### src/hdl/slac_pkg.sv
// ----------------------------------------------------------------------------
// slac_pkg
// Shared types and constants for the set-associative write-back cache tag store.
// ----------------------------------------------------------------------------
package slac_pkg;

    localparam int TAG_W   = 61;
    localparam int ADDR_W  = 64;
    localparam int CNT_W   = 32;
    localparam int CFG_IDX_W  = 8;
    localparam int CFG_DATA_W = 3;

    // configuration register indexes
    localparam logic [CFG_IDX_W-1:0] REG_WAYS   = 8'd0;
    localparam logic [CFG_IDX_W-1:0] REG_OFFSET = 8'd1;
    localparam logic [CFG_IDX_W-1:0] REG_INDEX  = 8'd2;

    // clamped configuration as seen by the datapath
    typedef struct packed {
        logic [2:0] ways;
        logic [2:0] ob;
        logic [3:0] ib;
    } cfg_t;

    // handshake between a producer and the item queue
    typedef struct packed {
        logic push;
        logic full;
    } q_wr_t;

    // handshake between the item queue and a consumer
    typedef struct packed {
        logic pop;
        logic empty;
    } q_rd_t;

endpackage

### src/hdl/slac_front.sv
// ----------------------------------------------------------------------------
// slac_front
// Accepts accesses, splits the address into set index and tag, pushes the item.
// ----------------------------------------------------------------------------
module slac_front #(
    parameter int ADDR_BITS = 64,
    parameter int SET_W     = 6
) (
    input  logic                          in_valid,
    output logic                          in_stall,
    input  logic [slac_pkg::ADDR_W-1:0]   address,
    input  logic                          is_write,
    input  slac_pkg::cfg_t                cfg,
    input  logic                          q_full,
    output logic                          q_push,
    output logic [SET_W+slac_pkg::TAG_W:0] q_din
);
    import slac_pkg::*;

    localparam logic [ADDR_W-1:0] ADDR_MASK = {ADDR_W{1'b1}} >> (ADDR_W - ADDR_BITS);

    logic [ADDR_W-1:0] addr_m;
    logic [ADDR_W-1:0] shifted;
    logic [ADDR_W-1:0] set_mask;
    logic [4:0]        tag_shift;
    logic [SET_W-1:0]  set_idx;
    logic [TAG_W-1:0]  tag;

    // address split
    always_comb
    begin
        addr_m    = address & ADDR_MASK;
        shifted   = addr_m >> cfg.ob;
        set_mask  = (64'd1 << cfg.ib) - 64'd1;
        tag_shift = {2'b00, cfg.ob} + {1'b0, cfg.ib};
        set_idx   = SET_W'(shifted & set_mask);
        tag       = TAG_W'(addr_m >> tag_shift);
    end

    // hand the item to the queue
    assign in_stall = q_full;
    assign q_push   = in_valid && !q_full;
    assign q_din    = {set_idx, tag, is_write};

endmodule

### config.mk
export PLATFORM = sky130hd
export DESIGN_NAME = slac_front
export DESIGN_NICKNAME = d
export VERILOG_FILES = /design/src/hdl/slac_pkg.sv /design/src/hdl/slac_front.sv
export SDC_FILE = /design/constraint.sdc
export NUM_CORES = 1
export LEC_CHECK = 0
export BUFFER_PORTS_ARGS = -buffer_cell sky130_fd_sc_hd__buf_2
export CAP_MARGIN = 20
export CORE_MARGIN = 10
export CORE_UTILIZATION = 49
export DETAILED_ROUTE_END_ITERATION = 7
export PLACE_DENSITY = 0.86
export SLEW_MARGIN = 20
export SYNTH_ARGS = -nofsm -noshare
export SYNTH_HDL_FRONTEND = slang
export SYNTH_SLANG_ARGS = --single-unit
### constraint.sdc
create_clock -name vclk -period 3.2
set_input_delay 0.64 -clock vclk [all_inputs]
set_output_delay 0.64 -clock vclk [all_outputs]
set_load 0.01 [all_outputs]
# Yosys cells after proc, flatten, opt, wreduce, memory -nomap -nowiden
# Index checks and enable logic that the tools add are counted.
dict set report word_totals {
  register_bits 0
  input_bits 77
  output_inout_bits 70
  elab_cells 8
}
dict set report op_classes {
  bitwise 1
  n_shift 3
  n_addsub 2
  n_reduce_logical 2
}
# op count
set op_table {}
lappend op_table {{$shr A64 B3 Y6} 1}
lappend op_table {{$shr A64 B5 Y61} 1}
lappend op_table {{$and A6 B6 Y6} 1}
lappend op_table {{$shl A1 B4 Y6 const A} 1}
lappend op_table {{$sub A6 B1 Y6 const B} 1}
lappend op_table {{$add A3 B4 Y5} 1}
lappend op_table {{$logic_and A1 B1 Y1} 1}
lappend op_table {{$logic_not A1 Y1} 1}

# Longest topological paths before layout
dict set report depth {
  ltp_word 3
  depth_mapped 10
  ltp_nobuf 8
}

# Worst setup path before layout
# No wires, ideal clock.
dict set report synth_timing {
  path_kind {input to output}
  from {input port cfg[0] (netlist bit)}
  to {output port q_din[38] (netlist bit)}
  setup_slack_ps -291
  path_buffers 3
  arrival_time_ps 2851
  required_time_ps 2560
  path_stages 9
  path_cell_list {ha_1 fa_1 buf_2 buf_2 buf_1 nor2_1 a211oi_1 mux2i_1 a211oi_1}
}
dict set report synth_via {
  elab_chain_cells 2
}
# element line_no
set synth_lines {}
lappend synth_lines {{start: declaration} slac_front.sv:13} ;# input slac_pkg::cfg_t cfg,
lappend synth_lines {{$add A3 B4 Y5} slac_front.sv:35} ;# tag_shift = {2'b00, cfg.ob} + {1'b0, cfg.ib};
lappend synth_lines {{$shr A64 B5 Y61} slac_front.sv:37} ;# tag = TAG_W'(addr_m >> tag_shift);
lappend synth_lines {{end: declaration} slac_front.sv:16} ;# output logic [SET_W+slac_pkg::TAG_W:0] q_din
# Every way passes these cells.

# Final worst setup path
dict set report layout_timing {
  from {input port cfg[4] (netlist bit)}
  to {output port q_din[18] (netlist bit)}
}
# The elaborated chain is that of the path after synthesis.

==> impl_metrics.yaml <==
placement:
  io_buffers: 142
  detailed_place_hpwl_um: 16100
  place_inst: 850
  placed_cell_area_mm2: 0.00631
  gp_routability_congestion: 1.01
sta:
  layout_min_cycle_time_ns: 4.03
  slew_violations: 0
  finalCritPeriodShare: 1.26
  setup_viol: 61
  worst_slew_pin_slew_ns: 0.702
  fmax_mhz: 248
  hold_violations: 0
  timing.slew.headroom: 0.519
  setup_ws_ns: -0.830
  unrepaired_setup_endpoints_after_global_routing: "yes"
  finalSetupTns_ns: -36.18
drt:
  drt-pass1-iter-count: 6
  first_iter_violations: 1066
  detail_route.wirelength_um: 29300
  num_vias: 6903
  antenna_violating_nets_post_route: 0
  routed_wirelength_normalized_by_instance_count_um: 32.9
  post_drt_via_cell_ratio: 7.75
  route.detailed.drc: 0
finish:
  sequential_cell_total: 0
  sequential_cell_area_um2: 0
  fillCellCount: 344
  num-nets-final: 864
  areaGrowthSynthToFinish_pct: 78.5
  nClkBuffers: 0
  finalInstanceArea_mm2: 0.00795
  post-route-util: 0.903
  layoutNonFillerInstCount: 891
  post_route_cells_drive_above_1_share: 0.715
clocking:
  ctsHoldBuffers: 0
global_route:
  groute.layer.met1.usage: 0.395
  global_route.usage.met3: 0.0568
  grt_first_pass_wirelength_um: 33600
  grt_max_degree: 30
  most_used_layer_global_route: "met2"
  global_route.usage.total: 0.314
  grt.met2_usage: 0.519
  first_global_vias: 6047
  globalRoute.totalOverflow: 0
  number_of_antenna_violations_at_the_first_check_in_global_routing: 2
critical_path:
  timing.critical_path.arrival_ns: 3.39
  worst_path_dominant_cell_family: "multiplexers"
  crit_fanout: 7
  timing.setup.critical_path_class: "in2out"
  crit_path_max_incr_delay_ns: 0.61
  worst_setup_path_startpoint: "cfg[4]"
  worstPathRequired_ns: 2.56
  cp-start-kind: "input pin"
  critPathSlowestCell: "sky130_fd_sc_hd__mux2i_1"
  worst_setup_path_end_kind: "output port"
  cp_cell_sequence: "buf_8 -> ha_4 -> fa_4 -> xor2_4 -> buf_4 -> buf_8 -> mux2i_1 -> a221oi_2 -> buf_4 -> mux2i_2 -> mux2i_1 -> buf_2"
  cp_num_buf_inv: 5
floorplan:
  io_pins: 147
  initial_core_util: 0.506
  die_area_mm2: 0.0133
  die_w_um: 115
  die-height_um: 115
  coreArea_mm2: 0.00881
  row_count: 34
power_and_ir_drop:
  total_power_mw: 3.76
  worst_ir_drop_vdd_v: 0.000270
  power_leakage_nw: 3.38
  p_per_area_mw_per_mm2: 472
logic_synthesis:
  synthesis.nets: 594
  synthDistinctLibCells: 41
  syn_inst: 512
  synth-seq-area-share: 0
  syn_area_per_cell_um2: 8.70
  syn-cell-area_mm2: 0.00446
  yosys_synthesis_warning_count: 0
outcome:
  failed_checks: "setup timing"
  run_status: "finished, violations left"
hold_path:
  path_type_of_the_worst_min_delay_path: "in2out"
  hp-start: "is_write"
job:
  max-cap-violations: 0
metal layers:
metal | up-vias | wire length [um]
li1 | 2585 | -
met1 | 3153 | 9240
met2 | 836 | 12700
met3 | 327 | 4210
met4 | 2 | 3160
met5 | - | 13
cell usage in the layout, fill, tap and decap left out, types with 4 or more instances in the layout:
master and instances:
sky130_fd_sc_hd__mux2i_1 57, sky130_fd_sc_hd__o211ai_1 11, sky130_fd_sc_hd__nand2_1 25, sky130_fd_sc_hd__nand3_2 6, sky130_fd_sc_hd__nand4_1 7, sky130_fd_sc_hd__buf_8 10
sky130_fd_sc_hd__a211oi_1 4, sky130_fd_sc_hd__nor2_2 4, sky130_fd_sc_hd__a221oi_2 6, sky130_fd_sc_hd__nor3_2 6, sky130_fd_sc_hd__mux4_2 36, sky130_fd_sc_hd__o21ai_1 6
sky130_fd_sc_hd__mux2i_2 22, sky130_fd_sc_hd__a211oi_2 4, sky130_fd_sc_hd__mux2i_4 51, sky130_fd_sc_hd__buf_12 9, sky130_fd_sc_hd__nand3_1 23, sky130_fd_sc_hd__nor2_4 4
sky130_fd_sc_hd__nor3_1 9, sky130_fd_sc_hd__and3_1 9, sky130_fd_sc_hd__mux2_4 11, sky130_fd_sc_hd__buf_4 135, sky130_fd_sc_hd__buf_6 37, sky130_fd_sc_hd__a21oi_1 6
sky130_fd_sc_hd__nor2_1 22, sky130_fd_sc_hd__buf_2 131, sky130_fd_sc_hd__o2111ai_1 4, sky130_fd_sc_hd__o21ai_0 16, sky130_fd_sc_hd__mux2_2 53, sky130_fd_sc_hd__nor2b_1 4
final cells by class:
class	count	area [um^2]	area share
Antenna cell	3	7.51	0.000944
Inverter	3	11.3	0.00142
Multi-Input combinational cell	452	5300	0.667
Tap cell	108	135	0.0170
Timing Repair Buffer	325	2500	0.314
path summary, 6_finish.rpt:
kind               endpoint  slack (ns)  cells after the start
setup / recovery  q_din[18]       -0.83                     12
hold / removal     q_din[0]        1.28                      0
Yosys cell counts (all sizes together):
library cell  count  area share
o221a             3      0.0076
or2               1      0.0014
a2111oi           3      0.0059
nor4              2      0.0028
a311oi            1      0.0020
a31oi             1      0.0014
nand3            29       0.033
a211oi            9       0.015
o22ai             2      0.0028
nor2             30       0.026
a221oi            6       0.012
clkbuf           17       0.014
inv               3      0.0025
a211o             1      0.0020
mux2             65        0.16
a21oi             7      0.0079
a221o             3      0.0067
o221ai            2      0.0039
buf              40       0.053
mux2i           130        0.29
a21o              1      0.0017
ha                4       0.011
nand2            27       0.023
o21ai            26       0.029
xnor2             2      0.0039
nand4             7      0.0098
mux4             36        0.18
and3             10       0.014
nor3             18       0.020
o2111ai           4      0.0079
nor2b             4      0.0056
xor2              1      0.0037
o2bb2ai           4      0.0079
o211ai           11       0.019
nand2b            1      0.0014
fa                1      0.0045
stage by stage:
stage	setup slack (ns)	hold WS (ns)
finish	-0.830	1.28
global route	-0.835	1.28
CTS	-0.580	1.28
detailed placement	-0.705	1.28
global placement	-0.662	1.28
floorplan	-0.0722	1.33
cell families after synthesis:
group / Yosys count / share of synthesized area
muxes: 231 / 0.638
and+or+nand+nor: 129 / 0.136
AOI/OAI and AO/OA: 84 / 0.132
buffers and inverters: 60 / 0.0699
adders and majority gates: 5 / 0.0157
xor gates and xnor gates: 3 / 0.00758
repair_timing:
item / in CTS / in global routing
endpoints found under the setup margin: 61 / 61
gates resized for setup: 134 / 122
setup buffers: 22 / 19
cloned: 4 / 0
pin swaps: 16 / 25
power breakdown:
group	switching (mW)	internal [mW]	leakage, nW
clock network	0	0.000000136	0.0000190
registers	0	0	0
logic	1.97	1.79	3.38
total	1.97	1.79	3.38
No activity file was read; power rests on OpenSTA's default activity.
