==> config.mk <==
export PLATFORM = sky130hd
export DESIGN_NAME = slac_queue
export DESIGN_NICKNAME = d
export VERILOG_FILES = /design/src/hdl/slac_queue.sv
export SDC_FILE = /design/constraint.sdc
export NUM_CORES = 1
export LEC_CHECK = 0
export BUFFER_PORTS_ARGS = -buffer_cell sky130_fd_sc_hd__buf_2
export CORE_UTILIZATION = 52
export DETAILED_ROUTE_END_ITERATION = 16
export GPL_TIMING_DRIVEN = 0
export PLACE_DENSITY = 0.9
export SKIP_LAST_GASP = 1
export SYNTH_ARGS = -nofsm -noshare
export SYNTH_HDL_FRONTEND = slang
export SYNTH_SLANG_ARGS = --single-unit
==> constraint.sdc <==
create_clock -name clk -period 2.9 [get_ports clk]
set_clock_uncertainty 0.2 [all_clocks]
set_input_delay 0.725 -clock clk [delete_from_list [all_inputs] [get_ports clk]]
set_output_delay 0.725 -clock clk [all_outputs]
set_load 0.01 [all_outputs]
==> src/hdl/slac_queue.sv <==
// ----------------------------------------------------------------------------
// slac_queue
// Two-entry item queue between the front and back parts.
// ----------------------------------------------------------------------------
module slac_queue #(
    parameter int W = 68
) (
    input  logic         clk,
    input  logic         rst_n,
    input  logic         push,
    input  logic [W-1:0] din,
    output logic         full,
    input  logic         pop,
    output logic         empty,
    output logic [W-1:0] dout
);
    logic [W-1:0] entry_reg [2];
    logic         wr_ptr_reg, wr_ptr_next;
    logic         rd_ptr_reg, rd_ptr_next;
    logic [1:0]   count_reg, count_next;

    assign full  = (count_reg == 2'd2);
    assign empty = (count_reg == 2'd0);
    assign dout  = entry_reg[rd_ptr_reg];

    // pointer and count update
    always_comb
    begin
        wr_ptr_next = wr_ptr_reg ^ push;
        rd_ptr_next = rd_ptr_reg ^ pop;
        count_next  = count_reg + {1'b0, push} - {1'b0, pop};
    end

    always_ff @(posedge clk or negedge rst_n)
    begin
        if (!rst_n)
        begin
            wr_ptr_reg <= 1'b0;
            rd_ptr_reg <= 1'b0;
            count_reg  <= 2'd0;
        end
        else
        begin
            wr_ptr_reg <= wr_ptr_next;
            rd_ptr_reg <= rd_ptr_next;
            count_reg  <= count_next;
        end
    end

    // storage
    always_ff @(posedge clk)
    begin
        if (push)
        begin
            entry_reg[wr_ptr_reg] <= din;
        end
    end

endmodule

-- Word level (Yosys, flattened, before mapping)
Memories as Yosys holds them, arrays and structs flattened.
Index checks and enable logic that the tools add are counted.
- bits in registers: 4
- memory bits (writable): 136
- memories kept: 1
- word-level logic and storage cells: 12
- output and inout bits: 70
- input port bits: 72
- multiplexer cells: 2
- eq/ne operators: 1
- bitwise logic cells: 2
- reductions and logical operators: 1
- $add $sub $neg: 2
- memory list (name ; depth ; width ; rd ports ; clocked after Yosys merged registers in ; wr ports ; line ; source):
    entry_reg ; 2 ; 68 ; 1 ; 0 ; 1 ; 17 ; logic [W-1:0] entry_reg [2];
- operator list (kind ; number):
    adder 2 x 1 -> 2 bit ; 1
    == test 2 bit, second input constant ; 1
    logical NOT 2 bit ; 1
    two-way mux 1 bit ; 2
    subtractor 2 x 1 -> 2 bit ; 1
    bitwise XOR 1 bit ; 2

-- Depth between registers and ports, before layout
Gate-level depths: netlist of run 1.
- depth after elaboration: 2
- gate-level depth with buffers: 5

-- Worst setup path before layout of run 1
Ideal clock, no wire load.
- path type: in2reg
- start: input port push
- end: memory entry_reg[0][0], enable pin
- path slack: -103 ps
- path buffers: 0
- arrival: 2369 ps
- stages on the path: 1
- data required time: 2266 ps
- setup time: 434 ps
- cells stage by stage: ha_1
- longest elaborated chain between the ends: 2
- ends and longest elaborated chain (item ; line ; source):
    from (decl) ; 10 ; input logic push,
    two-way mux 1 bit ; 53 ; if (push)
    two-way mux 1 bit (implied by the code) ; 55 ; entry_reg[wr_ptr_reg] <= din;
    to (decl) ; 17 ;
No other way between the ends.

-- Final worst setup path of run 1
- start: register rd_ptr_reg
- end: output port dout[13]
- longest elaborated chain between the ends: 1
- ends and longest elaborated chain (item ; line ; source):
    from (decl) ; 19 ; logic rd_ptr_reg, rd_ptr_next;
    from (signal assigned) ; 45 ; rd_ptr_reg <= rd_ptr_next;
    memory (2 x 68 bit) ; n/a ;
    to (decl) ; 15 ; output logic [W-1:0] dout
No other way between the ends.

==> impl_metrics.ini, run 1 <==
[timing]
worst_slew_margin_rel = 0.371
min_period_over_period = 0.937
final_period_minus_worst_setup_slack_ns = 2.72
tightestPinTransition_ns = 0.943
max_clock_freq_ghz = 0.368
setup_total_negative_slack_ns = 0
post-route-worst-setup-slack_ns = 0.184
rsz0062_at_grt = no
report.final.setup_viol = 0
report.final.hold_viol_count = 0
final-max-slew-violation-count = 0

[die]
initial_core_util = 0.547
die_area_um2 = 10300
placeable_core_region_um2 = 9420
ios = 142
die_width_um = 102
chipHeight_um = 102
placementRows = 35

[yosys]
ys_async_sr_fraction = 0.0286
syn_inst = 228
synthesis.nets = 304
synth_top_cells_by_count = sky130_fd_sc_hd__edfxtp_1 (136), sky130_fd_sc_hd__mux2_2 (58), sky130_fd_sc_hd__mux2_4 (10), sky130_fd_sc_hd__buf_2 (5)
synth_largest_type_area_fraction = 0.792
ys_seq_elements = 140
synth_cell_type_count = 12
yosys-top-cells-area = sky130_fd_sc_hd__edfxtp_1 (79%), sky130_fd_sc_hd__mux2_2 (13%), sky130_fd_sc_hd__mux2_4 (2.9%)
synthesis.yosys.warnings = 0
postSynth.topFlopCell = sky130_fd_sc_hd__edfxtp_1
synth_seq_area_share = 0.812
mappedNetlistArea_um2 = 5150
synth-edff-count = 136
synth_area_per_inst_um2 = 22.6
synth_area_leader_cell = sky130_fd_sc_hd__edfxtp_1
synthMostInstantiatedCell = sky130_fd_sc_hd__edfxtp_1

[clocking]
ctsRootBufferMaster = sky130_fd_sc_hd__clkbuf_8
clk_pin_slew_worst_paths_ns = 0.06
tritoncts = yes
cts.path.max_buffers = 2
worstSkewPairLatency_ns = 0.50
cts_resized = 0
clkSinkCount = 140
number_of_buffers_added_by_the_clock_tree_synthesis_step = 17
htreeDepth = 4

[global_route]
grt_overflow = 0
grt.total_usage = 0.179
grt_pass1_wl_mm = 13.0
grt_pass1_vias = 2788
antenna_violations_before_repair = 0
grt_max_degree = 69

[layout]
layout_cells_sized_above_1 = 0.619
nFillCells = 633
synthToLayoutAreaGrowth_pct = 29.2
num-nets-final = 466
largest_reg_flops = 136
insertedDiodeCount = 0
final_cell_area_um2 = 6660

[critical_path]
setup_cp_type = flop to primary output
setup.worst_path.end_class = primary output
critPathLaunchType = flop
worstPathArrival_ns = 1.79
cp.required_ns = 1.98
worstPathMaxFanout = 10

[route]
route.antenna.remaining_nets = 0
dr_total_vias = 2615
route.detailed.vias_per_inst = 4.92
final_wirelength_mm = 8.82
drc = 0
drt_iter0_markers = 100
drt_pass1_iterations = 4
wl_per_cell_um = 16.6

[min_path]
timing.hold.worst.class = input pin to flop

[power]
power.density_nw_per_um2 = 1020
peak_supply_drop_mv = 0.708
leakagePower_nw = 2.59

[place]
placement.setup.worst_slack_ns = 0.569
placed_area_um2 = 6070
place.detailed.hpwl_mm = 5.79
gpl.final_weighted_congestion = 0.669
port_buffers = 141

[job]
cap_viol_max_count = 0

[run_status]
run_status = complete, no violations
metal layers:
layer	vias up	wire [um]	GRT usage
li1	1227	-	-
met3	13	496	0.0607
met4	0	103	0.0858
met2	95	4920	0.337
met5	-	0	0
met1	1280	3290	0.173
cell usage in the layout, fill, tap and decap left out, types with 2 or more instances in the layout:
master                       instances
sky130_fd_sc_hd__buf_2             146
sky130_fd_sc_hd__edfxtp_1          136
sky130_fd_sc_hd__mux2_2             58
sky130_fd_sc_hd__clkbuf_16          16
sky130_fd_sc_hd__mux2_4             10
sky130_fd_sc_hd__inv_1               4
sky130_fd_sc_hd__inv_6               4
sky130_fd_sc_hd__dfrtp_1             4
sky130_fd_sc_hd__buf_6               3
sky130_fd_sc_hd__bufinv_16           3
sky130_fd_sc_hd__clkinvlp_4          3
sky130_fd_sc_hd__ha_1                2
sky130_fd_sc_hd__ha_4                2
sky130_fd_sc_hd__clkbuf_1            2
report_power, final:
group,switching [mW],total [mW],internal [mW]
Combinational,0.949,1.86,0.912
Sequential,0.101,2.79,2.69
Clock,0.803,2.12,1.31
kinds of logic (layout without fill, tap and decap cells):
group / after synthesis / in the layout / synth area share
flip-flops: 140 / 140 / 0.812
multiplexers: 68 / 68 / 0.156
buffers and inverters: 12 / 186 / 0.0143
adder cells (fa/ha/maj): 4 / 4 / 0.00971
XOR/XNOR: 2 / 2 / 0.00631
AND/OR/NAND/NOR: 2 / 2 / 0.00194
through the flow:
stage               power, mW  utilization  hold slack, ns  instances
CTS                      6.85        0.707           0.181        531
global placement         4.63        0.640           0.332        498
floorplan                4.02            -           0.229        228
finish                   6.77        0.707           0.203        531
detailed placement       4.73        0.644           0.341        499
global route             7.06        0.707           0.176        531
timing repair:
item,4_1_cts,5_1_grt
hold buffers,1,0
buffers inserted,0,0
hold endpoints to repair,4,0
path summary, 6_finish.rpt:
check,from,end,slack [ns],cells after the start
min in group asynchronous,rst_n,count_reg[1],0.36,2
max in group asynchronous,rst_n,rd_ptr_reg,2.01,2
min reg2reg,count_reg[1],count_reg[1],0.48,1
max,rd_ptr_reg,dout[13],0.18,4
min,din[30],entry_reg[0][30],0.20,1
max reg2reg,wr_ptr_reg,entry_reg[0][17],1.13,3
final cells by class:
| type | instances | area [um2] | area share |
|---|---|---|---|
| Clock buffer | 19 | 422 | 0.0633 |
| Multi-Input combinational cell | 76 | 921 | 0.138 |
| Buffer | 8 | 58.8 | 0.00883 |
| Clock inverter | 12 | 161 | 0.0242 |
| Tap cell | 129 | 161 | 0.0242 |
| Sequential cell | 140 | 4180 | 0.628 |
| Timing Repair Buffer | 143 | 736 | 0.110 |
| Inverter | 4 | 15.0 | 0.00225 |
critical path: stages (launching register included):
cell and delay [ns]:
sky130_fd_sc_hd__dfrtp_1 0.35, sky130_fd_sc_hd__buf_6 0.13, sky130_fd_sc_hd__buf_2 0.29, sky130_fd_sc_hd__mux2_2 0.38, sky130_fd_sc_hd__buf_2 0.14
No activity file was read; power rests on OpenSTA's default activity.
==> inputs of run 2 (changes only) <==
Settings changed: ABC_AREA set to 1.
==> impl_metrics.ini, run 2 <==
[die]
initial_core_util = 0.540
die_width_um = 103
ios = 142
placementRows = 36
die_area_um2 = 10600
chipHeight_um = 103
placeable_core_region_um2 = 9820

[power]
leakagePower_nw = 3.00
netSwitchingFraction = 0.307
netSwitchingPower_mw = 2.21
power_frac_seq = 0.388
internal-power_mw = 4.98
power.density_nw_per_um2 = 1040
peak_supply_drop_mv = 0.759
clock_power_share = 0.312
power_frac_comb = 0.300

[timing]
report.final.setup_viol = 0
min_period_over_period = 0.870
final_period_minus_worst_setup_slack_ns = 2.52
final-max-slew-violation-count = 0
fin_hold_ws_ns = 0.203
report.final.hold_viol_count = 0
setup_total_negative_slack_ns = 0
worst_slew_margin_rel = 0.741
rsz0062_at_grt = no
max_clock_freq_ghz = 0.396
post-route-worst-setup-slack_ns = 0.377
tightestPinTransition_ns = 0.388

[critical_path]
critical_path.top_delay_family = buffers and inverters
worst_path_max_delay_cell = sky130_fd_sc_hd__dfrtp_1
cp.required_ns = 1.98
worstPathArrival_ns = 1.60
worstPathMaxFanout = 10
setup_cp_type = flop to primary output
cp_slowest_stage_delay_ns = 0.36
setup.worst_path.end_class = primary output
critPathLaunchType = flop
cp_bufs_invs = 3
crit_path_cell_chain = buf_6 -> buf_4 -> nand2_1 -> o21ai_0 -> buf_2

[route]
final_wirelength_mm = 10.2
drt_iter0_markers = 123
route.detailed.vias_per_inst = 4.81
route.antenna.remaining_nets = 0
drt_pass1_iterations = 4
dr_total_vias = 3312
drc = 0
wl_per_cell_um = 14.8

[run_status]
run_status = complete, no violations

[layout]
synthToLayoutAreaGrowth_pct = 29.8
layout_commonest_cell = sky130_fd_sc_hd__buf_2
num-nets-final = 618
nFillCells = 697
layoutNonFillerInstCount = 689
final_cell_area_um2 = 6890
layout_cells_sized_above_1 = 0.355
layout_common_cells = sky130_fd_sc_hd__buf_2 (145), sky130_fd_sc_hd__edfxtp_1 (136), sky130_fd_sc_hd__inv_1 (75)
largest_reg_flops = 136

[global_route]
grt.total_usage = 0.194
grt_pass1_wl_mm = 14.6
grt_pass1_vias = 3222
grt_overflow = 0
grt_max_degree = 46
antenna_violations_before_repair = 1

[yosys]
synth_area_leader_cell = sky130_fd_sc_hd__edfxtp_1
synthesis.nets = 455
ys_seq_elements = 140
synth_cell_type_count = 14
synthMostInstantiatedCell = sky130_fd_sc_hd__edfxtp_1
ys_async_sr_fraction = 0.0286
synth_largest_type_area_fraction = 0.770
synthesis.yosys.warnings = 0
synth_top_cells_by_count = sky130_fd_sc_hd__edfxtp_1 (136), sky130_fd_sc_hd__inv_1 (75), sky130_fd_sc_hd__nand2_1 (73), sky130_fd_sc_hd__o21ai_1 (52), sky130_fd_sc_hd__o21ai_2 (10)
syn_inst = 379
mappedNetlistArea_um2 = 5310
synth_seq_area_share = 0.788
synth-edff-count = 136
postSynth.topFlopCell = sky130_fd_sc_hd__edfxtp_1
yosys-top-cells-area = sky130_fd_sc_hd__edfxtp_1 (77%), sky130_fd_sc_hd__inv_1 (5.3%), sky130_fd_sc_hd__nand2_1 (5.2%)
synth_area_per_inst_um2 = 14.0

[clocking]
cts_resized = 0
clk_pin_slew_worst_paths_ns = 0.06
clkSinkCount = 140
cts.path.max_buffers = 2
number_of_buffers_added_by_the_clock_tree_synthesis_step = 17
ctsRootBufferMaster = sky130_fd_sc_hd__clkbuf_8
htreeDepth = 4
worstSkewPairLatency_ns = 0.51
tritoncts = yes

[place]
placement.setup.worst_slack_ns = 0.741
dpl.cell_count = 655
gpl.final_weighted_congestion = 0.687
port_buffers = 141
place.detailed.hpwl_mm = 6.80
placed_area_um2 = 6260

[min_path]
timing.hold.worst.class = input pin to flop

[job]
cap_viol_max_count = 0
==> run 2: changes by cell type in the layout (fill, tap and decap cells not counted), moves of 3 or more <==
cell                       delta
sky130_fd_sc_hd__clkinv_1     +3
sky130_fd_sc_hd__mux2_4      -10
sky130_fd_sc_hd__buf_4        +7
sky130_fd_sc_hd__inv_6        -3
sky130_fd_sc_hd__o21ai_1     +52
sky130_fd_sc_hd__mux2_2      -58
sky130_fd_sc_hd__inv_1       +71
sky130_fd_sc_hd__o21ai_0      +6
sky130_fd_sc_hd__nand2_1     +73
sky130_fd_sc_hd__o21ai_2     +10
==> run 2: what timing repair did <==
action,in CTS,in global routing
setup buffers,0,0
endpoints found under the hold margin,4,0
hold buffers,1,0
==> run 2: area by class of cell <==
type / count / area (um2) / share of cell area
flip-flops and latches: 140 / 4180 / 0.607
repair buffers: 144 / 771 / 0.112
multi-input cells: 149 / 748 / 0.109
clock buffers: 19 / 422 / 0.0612
inverters: 75 / 282 / 0.0409
clock inverters: 13 / 196 / 0.0285
well taps: 133 / 166 / 0.0242
plain buffers: 15 / 118 / 0.0171
diodes: 1 / 2.50 / 0.000363
==> run 2: cell families after synthesis <==
family	Yosys count	share of synthesized area
AOI/OAI and AO/OA	68	0.0712
xor gates and xnor gates	1	0.00165
adders and majority gates	4	0.00943
buffers and inverters	90	0.0752
DFF	140	0.788
and+or+nand+nor	76	0.0540
==> run 2: path summary, 6_finish.rpt <==
| check | startpoint | end | slack, ns | depth (start not counted) |
|---|---|---|---|---|
| max | rd_ptr_reg | dout[3] | 0.38 | 5 |
| min | din[1] | entry_reg[0][1] | 0.20 | 1 |
| max reg2reg | wr_ptr_reg | entry_reg[0][51] | 1.16 | 3 |
| min reg2reg | count_reg[1] | count_reg[1] | 0.44 | 3 |
| max in group asynchronous | rst_n | count_reg[0] | 2.01 | 2 |
| min in group asynchronous | rst_n | wr_ptr_reg | 0.36 | 2 |
==> run 2: per-stage QoR <==
| step | total power, mW | util |
|---|---|---|
| final | 7.19 | 0.702 |
| after global routing | 7.55 | 0.701 |
| after CTS | 7.24 | 0.701 |
| after detailed placement | 5.00 | 0.637 |
| after global placement | 4.87 | 0.630 |
| after floorplan | 4.08 | - |
==> run 2: routing by layer <==
layer	wire (um)	vias to the layer above	part of all wire	track usage
li1	-	1606	-	-
met1	4230	1577	0.41	0.217
met2	5270	115	0.52	0.339
met3	598	12	0.059	0.0678
met4	87	2	0.0085	0.0802
met5	15	-	0.0015	0
==> run 2: power by group through the flow <==
stage	Combinational, mW	Clock, mW	Sequential [mW]
final	2.16	2.24	2.79
after global routing	2.38	2.35	2.82
after CTS	2.18	2.27	2.79
after detailed placement	2.17	0	2.83
after global placement	2.04	0	2.82
after floorplan	1.27	0	2.81
==> run 2: worst register-to-register path, stage by stage, from the launching register on <==
cell and delay [ns]:
sky130_fd_sc_hd__dfrtp_1 0.41, sky130_fd_sc_hd__inv_1 0.10, sky130_fd_sc_hd__ha_4 0.38, sky130_fd_sc_hd__buf_16 0.31
